`src/quadrature_encoder_decoder_assert.svh`:
```
// assertion macros for the quadrature encoder decoder
// used by the top level, no other dependencies
`ifndef QUADRATURE_ENCODER_DECODER_ASSERT_SVH
`define QUADRATURE_ENCODER_DECODER_ASSERT_SVH

// consequent checked in the same cycle as the antecedent
`define QED_ASSERT_SAME(label, clk, rst_n, ante, cons, msg) \
    label: assert property (@(posedge clk) disable iff (!(rst_n)) (ante) |-> (cons)) \
        else $error(msg);

// consequent checked in the cycle after the antecedent
`define QED_ASSERT_NEXT(label, clk, rst_n, ante, cons, msg) \
    label: assert property (@(posedge clk) disable iff (!(rst_n)) (ante) |=> (cons)) \
        else $error(msg);

`endif

```
`src/qed_pkg.sv`:
```
// shared types and codes for the quadrature encoder decoder
// no dependencies
`timescale 1ns / 1ps

package qed_pkg;

    localparam int CFG_DATA_W = 32;
    localparam int CFG_IDX_W  = 2;

    // register indexes
    localparam logic [CFG_IDX_W-1:0] REG_TRIGGER_MODE  = 2'd0;
    localparam logic [CFG_IDX_W-1:0] REG_SUB_STEPS     = 2'd1;
    localparam logic [CFG_IDX_W-1:0] REG_HOLDOFF_LIMIT = 2'd2;

    // trigger modes
    localparam logic [1:0] TRIG_POLLED = 2'd0;
    localparam logic [1:0] TRIG_EDGE_A = 2'd1;
    localparam logic [1:0] TRIG_EDGE_B = 2'd2;

    // direction codes
    localparam logic [1:0] DIR_NONE  = 2'd0;
    localparam logic [1:0] DIR_LEFT  = 2'd1;
    localparam logic [1:0] DIR_RIGHT = 2'd2;

    // reset values
    localparam logic [2:0]  SUB_STEPS_RESET = 3'd4;
    localparam logic [31:0] HOLDOFF_CAP     = 32'hFFFF_FFFE;
    localparam logic [31:0] HOLDOFF_EXPIRED = 32'hFFFF_FFFF;

    typedef struct packed {
        logic [1:0]  trigger_mode;
        logic [2:0]  sub_steps;
        logic [31:0] holdoff_limit;
    } cfg_t;

endpackage

```
`src/qed_cfg_regs.sv`:
```
// configuration registers of the quadrature encoder decoder
// depends on qed_pkg
`timescale 1ns / 1ps

module qed_cfg_regs (
    input  logic                            aclk,
    input  logic                            aresetn,
    input  logic                            cfg_we,
    input  logic [qed_pkg::CFG_IDX_W-1:0]   cfg_index,
    input  logic [qed_pkg::CFG_DATA_W-1:0]  cfg_wdata,
    output qed_pkg::cfg_t                   cfg
);
    import qed_pkg::*;

    cfg_t cfg_reg;
    cfg_t cfg_next;

    always_comb begin
        cfg_next = cfg_reg;
        if (cfg_we) begin
            case (cfg_index)
                REG_TRIGGER_MODE:  cfg_next.trigger_mode  = cfg_wdata[1:0];
                REG_SUB_STEPS:     cfg_next.sub_steps     = cfg_wdata[2:0];
                REG_HOLDOFF_LIMIT: cfg_next.holdoff_limit = cfg_wdata[31:0];
                default:           cfg_next = cfg_reg;
            endcase
        end
    end

    always_ff @(posedge aclk) begin
        if (!aresetn) begin
            cfg_reg.trigger_mode  <= TRIG_POLLED;
            cfg_reg.sub_steps     <= SUB_STEPS_RESET;
            cfg_reg.holdoff_limit <= '0;
        end else begin
            cfg_reg <= cfg_next;
        end
    end

    assign cfg = cfg_reg;

endmodule

```
`src/qed_step_core.sv`:
```
// decoder state and step logic: gray decode, hold-off, step count
// depends on qed_pkg
`timescale 1ns / 1ps

module qed_step_core (
    input  logic          aclk,
    input  logic          aresetn,
    input  logic          advance,
    input  logic          pin_a,
    input  logic          pin_b,
    input  qed_pkg::cfg_t cfg,
    output logic [1:0]    dir,
    output logic [31:0]   step_total
);
    import qed_pkg::*;

    logic [1:0]  last_pos_reg,  last_pos_next;
    logic        known_reg,     known_next;
    logic [31:0] holdoff_reg,   holdoff_next;
    logic [31:0] total_reg,     total_next;

    logic [31:0]       limit;
    logic [1:0]        pos;
    logic signed [2:0] delta;
    logic signed [3:0] delta_x;
    logic signed [3:0] t;
    logic signed [3:0] neg_t;
    logic              match;

    assign limit   = (cfg.holdoff_limit == HOLDOFF_EXPIRED) ? HOLDOFF_CAP : cfg.holdoff_limit;
    assign pos     = {pin_a, pin_a ^ pin_b};
    assign delta   = $signed({1'b0, last_pos_reg}) - $signed({1'b0, pos});
    assign delta_x = {delta[2], delta};
    assign t       = $signed({1'b0, cfg.sub_steps}) - 4'sd1;
    assign neg_t   = -t;
    assign match   = (delta_x == t) || (delta_x == neg_t);

    always_comb begin
        last_pos_next = last_pos_reg;
        known_next    = known_reg;
        holdoff_next  = holdoff_reg;
        dir           = DIR_NONE;
        case (cfg.trigger_mode)
            TRIG_POLLED: begin
                if (holdoff_reg < limit) begin
                    holdoff_next = holdoff_reg + 32'd1;
                end else if (!known_reg) begin
                    last_pos_next = pos;
                    known_next    = 1'b1;
                end else begin
                    last_pos_next = pos;
                    if (delta != 3'sd0) begin
                        holdoff_next = '0;
                        if (match) begin
                            dir = delta[1] ? DIR_LEFT : DIR_RIGHT;
                        end
                    end
                end
            end
            TRIG_EDGE_A: dir = (pin_a == pin_b) ? DIR_LEFT : DIR_RIGHT;
            TRIG_EDGE_B: dir = (pin_b != pin_a) ? DIR_LEFT : DIR_RIGHT;
            default:     dir = DIR_NONE;
        endcase

        case (dir)
            DIR_LEFT:  total_next = total_reg - 32'd1;
            DIR_RIGHT: total_next = total_reg + 32'd1;
            default:   total_next = total_reg;
        endcase
    end

    always_ff @(posedge aclk) begin
        if (!aresetn) begin
            last_pos_reg <= '0;
            known_reg    <= 1'b0;
            holdoff_reg  <= HOLDOFF_EXPIRED;
            total_reg    <= '0;
        end else if (advance) begin
            last_pos_reg <= last_pos_next;
            known_reg    <= known_next;
            holdoff_reg  <= holdoff_next;
            total_reg    <= total_next;
        end
    end

    assign step_total = total_next;

endmodule

```
`src/quadrature_encoder_decoder.sv`:
```
// quadrature encoder decoder, top level: input register, step core, result register
// depends on qed_pkg, qed_cfg_regs, qed_step_core and the assertion macro header
// flow: input register, then result register once that stage is empty or being drained
// throughput: one sample per cycle unless m_ready stalls, combinational step core between the registers
// reset: synchronous active-low aresetn empties both stages and restores register defaults
`timescale 1ns / 1ps

`include "quadrature_encoder_decoder_assert.svh"

module quadrature_encoder_decoder (
    input  logic                            aclk,
    input  logic                            aresetn,
    // configuration write port, the user must write it only while the block is idle; not enforced by the block
    input  logic                            cfg_we,
    input  logic [qed_pkg::CFG_IDX_W-1:0]   cfg_index,
    input  logic [qed_pkg::CFG_DATA_W-1:0]  cfg_wdata,
    // pin sample channel
    input  logic                            s_valid,
    output logic                            s_ready,
    input  logic                            s_pin_a,
    input  logic                            s_pin_b,
    // result channel
    output logic                            m_valid,
    input  logic                            m_ready,
    output logic [1:0]                      m_direction,
    output logic signed [31:0]              m_step_count
);
    import qed_pkg::*;

    cfg_t cfg;

    // input stage holds one pin sample
    logic        in_valid_reg, in_valid_next;
    logic        pin_a_reg;
    logic        pin_b_reg;

    // result stage
    logic        out_valid_reg, out_valid_next;
    logic [1:0]  dir_reg;
    logic [31:0] count_reg;

    logic        advance;
    logic        s_xfer;
    logic [1:0]  core_dir;
    logic [31:0] core_total;

    // the sample moves into the result stage when that stage is empty or is being drained
    assign advance = in_valid_reg && (!out_valid_reg || m_ready);
    // the input stage takes a new sample whenever it is empty or moving on this cycle
    assign s_ready = !in_valid_reg || advance;
    assign s_xfer  = s_valid && s_ready;

    qed_cfg_regs u_cfg (
        .aclk      (aclk),
        .aresetn   (aresetn),
        .cfg_we    (cfg_we),
        .cfg_index (cfg_index),
        .cfg_wdata (cfg_wdata),
        .cfg       (cfg)
    );

    // decoder state advances only when a sample is handed to the result stage
    qed_step_core u_core (
        .aclk       (aclk),
        .aresetn    (aresetn),
        .advance    (advance),
        .pin_a      (pin_a_reg),
        .pin_b      (pin_b_reg),
        .cfg        (cfg),
        .dir        (core_dir),
        .step_total (core_total)
    );

    always_comb begin
        in_valid_next = in_valid_reg;
        if (s_xfer) begin
            in_valid_next = 1'b1;
        end else if (advance) begin
            in_valid_next = 1'b0;
        end

        out_valid_next = out_valid_reg;
        if (advance) begin
            out_valid_next = 1'b1;
        end else if (m_ready) begin
            out_valid_next = 1'b0;
        end
    end

    // control state
    always_ff @(posedge aclk) begin
        if (!aresetn) begin
            in_valid_reg  <= 1'b0;
            out_valid_reg <= 1'b0;
        end else begin
            in_valid_reg  <= in_valid_next;
            out_valid_reg <= out_valid_next;
        end
    end

    // payload, no reset needed
    always_ff @(posedge aclk) begin
        if (s_xfer) begin
            pin_a_reg <= s_pin_a;
            pin_b_reg <= s_pin_b;
        end
        if (advance) begin
            dir_reg   <= core_dir;
            count_reg <= core_total;
        end
    end

    assign m_valid      = out_valid_reg;
    assign m_direction  = dir_reg;
    assign m_step_count = $signed(count_reg);

    // a stalled result must block the input stage from moving on
    `QED_ASSERT_SAME(a_no_overrun, aclk, aresetn, m_valid && !m_ready, !advance,
        "result overwritten while stalled")
    // a sample handed on always shows up as a result next cycle
    `QED_ASSERT_NEXT(a_result_follows, aclk, aresetn, advance, m_valid,
        "sample handed on but no result offered")
    // a held sample is not dropped
    `QED_ASSERT_NEXT(a_sample_kept, aclk, aresetn, in_valid_reg && !advance, in_valid_reg,
        "held sample lost")
    // an empty input stage always takes a transfer
    `QED_ASSERT_SAME(a_ready_when_empty, aclk, aresetn, !in_valid_reg, s_ready,
        "input stage empty but not ready")

endmodule
```
`config.mk`:
```
export PLATFORM = sky130hd
export DESIGN_NAME = quadrature_encoder_decoder
export DESIGN_NICKNAME = d
export VERILOG_FILES = /design/src/qed_pkg.sv /design/src/qed_cfg_regs.sv /design/src/qed_step_core.sv /design/src/quadrature_encoder_decoder.sv
export VERILOG_INCLUDE_DIRS = /design/src /design/src/src
export SDC_FILE = /design/constraint.sdc
export NUM_CORES = 1
export LEC_CHECK = 0
export BUFFER_PORTS_ARGS = -buffer_cell sky130_fd_sc_hd__buf_2
export CAP_MARGIN = 10
export CORE_UTILIZATION = 55
export DETAILED_ROUTE_END_ITERATION = 7
export GPL_TIMING_DRIVEN = 0
export PLACE_DENSITY = 0.74
export SETUP_SLACK_MARGIN = 0.2
export SKIP_LAST_GASP = 1
export SYNTH_ARGS = -nofsm -noshare
export SYNTH_HDL_FRONTEND = slang
export SYNTH_HIERARCHICAL = 1
export SYNTH_SLANG_ARGS = --single-unit
```
`constraint.sdc`:
```
create_clock -name aclk -period 10.8 [get_ports aclk]
set_input_delay 1.08 -clock aclk [delete_from_list [all_inputs] [get_ports aclk]]
set_output_delay 1.08 -clock aclk [all_outputs]
set_load 0.05 [all_outputs]
```
==> flow_metrics.tcl <==
set metrics [dict create \
    worst-path-buf-inv 2 \
    drtAntennaViolNets 0 \
    cp.arrival_ns 7.53 \
    critPathKind "reg2reg" \
    r2r_end "m_step_count[30]$_DFFE_PP_" \
    die_area_mm2 0.0167 \
    timing.setup.tns_ns 0 \
    synth_nets 1110 \
    dpl.hpwl_um 15200 \
    drt_iter0_drc 668 \
    gp_congestion 0.951 \
    power_mw 1.74 \
    peakVddDrop_mv 0.121 \
    synth_edf_count 36 \
    yosysWarnings 6 \
    synth-seq-cells 142 \
    worst_ep_required_time_ns 10.96 \
    end_kind "flip-flop" \
    power.density_mw_per_mm2 171 \
    final.period_utilization 0.682 \
    maxSlewHeadroom 0.180 \
    die_w_um 129 \
    maxCapViolations 0 \
    grt_pass1_vias 7032 \
    r2r_start "pin_a_reg$_DFFE_PP_" \
    num_rows 46 \
    whs_endpoint "u_cfg/cfg[33]$_SDFFE_PN0P_" \
    final_net_count 1206 \
    dr.pass1.iters 6 \
    coreArea_mm2 0.0159 \
    synthArstFlopShare 0 \
    via_count 7708 \
    crit_slowest_cell "o311ai_0" \
    antenna_found_initial 0 \
    largest_reg_flops 37 \
    dp_slack_ns 3.70 \
    cts.path.max_buffers 2 \
    cts-root-buf "clkbuf_16" \
    ctsResizeCount 0 \
    grt_remaining_overflow 0 \
    hold_viol 0 \
    clk_latency_ns 0.43 \
    r2r_cells 21 \
    start_util 0.562 \
    routed_wl_um 21000 \
    hold_ws_ns 0.475 \
    dieHeight_um 129 \
    critPathMaxStageDelay_ns 0.82 \
    status "finished clean" \
    crit_path_cell_trace "xor2_1 -> ha_1 -> inv_1 -> fa_1 -> nor3_1 -> a31oi_1 -> or3_1 -> a21boi_0 -> o2111ai_1 -> a21oi_1 -> ha_1 -> inv_1 -> ha_1 -> nor2b_1 -> o31a_1 -> o311ai_0 -> a21oi_1 -> o31ai_1 -> o21ai_0 -> xnor2_1 -> o21ai_0" \
    rrSetupSlack_ns 3.43 \
    wl_per_cell_um 15.8 \
    yosysUniqueCellTypes 74 \
    syn-mean-instance-area_um2 8.93 \
    drive_gt1_frac 0.160 \
    numCtsBuffers 17 \
    crit_family "compound AO/OA/AOI/OAI gates" \
    io_pins 77 \
    cts_htree_levels 4 \
    min_from "u_cfg/cfg[33]$_SDFFE_PN0P_" \
    setup_violations 0 \
    tritoncts "done" \
    grt_max_degree 35 \
    fin_crit_ns 7.37 \
    fill_cells 1369 \
    clk_pin_slew_ns 0.06 \
    slew_viol_final 0 \
    grt_setup_unrepaired "false" \
    design_area_mm2 0.0102 \
    cts.sink_count 142 \
    synth.cell_area_mm2 0.00893 \
    critPathLaunchType "flip-flop" \
    synth-main-ff-cell "dfxtp_1" \
    diodes 0 \
    cts_setup_buffers 0 \
    tightest_slew_ns 1.23 \
    holdCritPathClass "reg2reg" \
    cp_common_cell "ha_1" \
    place_area_mm2 0.00961 \
    drc_errors 0 \
    vias_per_cell 5.82 \
    whs_path_depth 2 \
    setup_slack_ns 3.43 \
    crit_fanout 34 \
    track_usage 0.262 \
    postCtsHoldBufs 0 \
    seq_area_frac_synth 0.359 \
    syn2layout_area_growth_pct 14.3 \
    skew_ns 0.00761 \
    max_freq_mhz 136 \
    port-buffer-count 76 \
    netlist_instances 1000 \
    grt_first_pass_wirelength_um 34300 \
    leakage_nw 4.26 \
]
cells in the mapped netlist (all sizes together) (8+ instances only):
cell,n,share of area
a21oi,46,0.026
nand4,28,0.020
a211o,28,0.027
ha,67,0.094
mux2,20,0.025
xor2,10,0.0098
o31ai,14,0.012
or2,9,0.0063
nand2,142,0.060
a21o,20,0.017
and3,9,0.0063
nor3,34,0.020
mux2i,62,0.070
nor2,44,0.018
nor4,8,0.0056
dfxtp,106,0.24
xnor2,14,0.014
o21a,10,0.0084
nand3,38,0.021
o21ai,50,0.028
edfxtp,36,0.12
inv,61,0.026
buf,16,0.016
o211ai,9,0.0087
clkbuf,30,0.015
through the flow:
step / std cells / utilization
floorplan: 1000 / -
global placement: 1292 / 0.603
detailed placement: 1293 / 0.605
CTS: 1325 / 0.643
global route: 1325 / 0.643
finish: 1325 / 0.643
cell usage in the layout (no fill, tap or decap), types with 20 or more instances in the layout:
| cell | instances |
|---|---|
| nand4_1 | 28 |
| mux2_2 | 20 |
| nand2_1 | 142 |
| nor2_1 | 44 |
| edfxtp_1 | 36 |
| buf_2 | 86 |
| mux2i_1 | 62 |
| a211o_1 | 28 |
| a21oi_1 | 46 |
| inv_1 | 60 |
| dfxtp_1 | 106 |
| nor3_1 | 32 |
| o21ai_0 | 47 |
| ha_1 | 67 |
| nand3_1 | 38 |
| clkbuf_1 | 26 |
kinds of logic after synthesis:
group	after synthesis	share of synthesized area
compound gates	228	0.179
flops	142	0.359
xor+xnor	24	0.0235
simple gates	348	0.189
mux	82	0.0947
buf+inv	107	0.0566
fa+ha+maj	69	0.0984
metal layers:
layer  global-route usage  share of wire  up-vias
met4                0.104          0.024        0
met2                0.443           0.48      278
met3               0.0487          0.048       45
met1                0.330           0.45     3538
met5                    0              0        -
li1                     -              -     3847
power breakdown:
group          switching (mW)  internal [mW]
registers              0.0251          0.590
logic                   0.336          0.204
clock network           0.227          0.361
worst reg2reg max path, stage by stage (launching register included):
cell and delay (ns):
edfxtp_1 0.41, xor2_1 0.39, ha_1 0.23, inv_1 0.05, fa_1 0.45, nor3_1 0.21
a31oi_1 0.07, or3_1 0.31, a21boi_0 0.28, o2111ai_1 0.13, a21oi_1 0.31, ha_1 0.38
inv_1 0.61, ha_1 0.61, nor2b_1 0.17, o31a_1 0.28, o311ai_0 0.83, a21oi_1 0.21
o31ai_1 0.55, o21ai_0 0.32, xnor2_1 0.20, o21ai_0 0.10
worst max-delay path by stage:
stage                                   start                         end  slack, ns  cells past startpoint
after floorplan           pin_a_reg$_DFFE_PP_  m_step_count[18]$_DFFE_PP_       5.09                     21
after global placement    pin_a_reg$_DFFE_PP_  m_step_count[30]$_DFFE_PP_       3.70                     21
after detailed placement  pin_a_reg$_DFFE_PP_  m_step_count[30]$_DFFE_PP_       3.70                     21
after CTS                 pin_a_reg$_DFFE_PP_  m_step_count[30]$_DFFE_PP_       3.58                     21
after global routing      pin_a_reg$_DFFE_PP_  m_step_count[28]$_DFFE_PP_       3.07                     21
final                     pin_a_reg$_DFFE_PP_  m_step_count[30]$_DFFE_PP_       3.43                     21
area by class of cell:
cell class	instances	area (um^2)	area share
well taps	216	270	0.0265
plain buffers	46	277	0.0271
clock inverters	9	80.1	0.00785
multi-input cells	751	5230	0.512
flip-flops and latches	142	3200	0.314
inverters	61	229	0.0224
repair buffers	77	400	0.0392
clock buffers	23	520	0.0510
No activity file was read; power rests on OpenSTA's default activity.
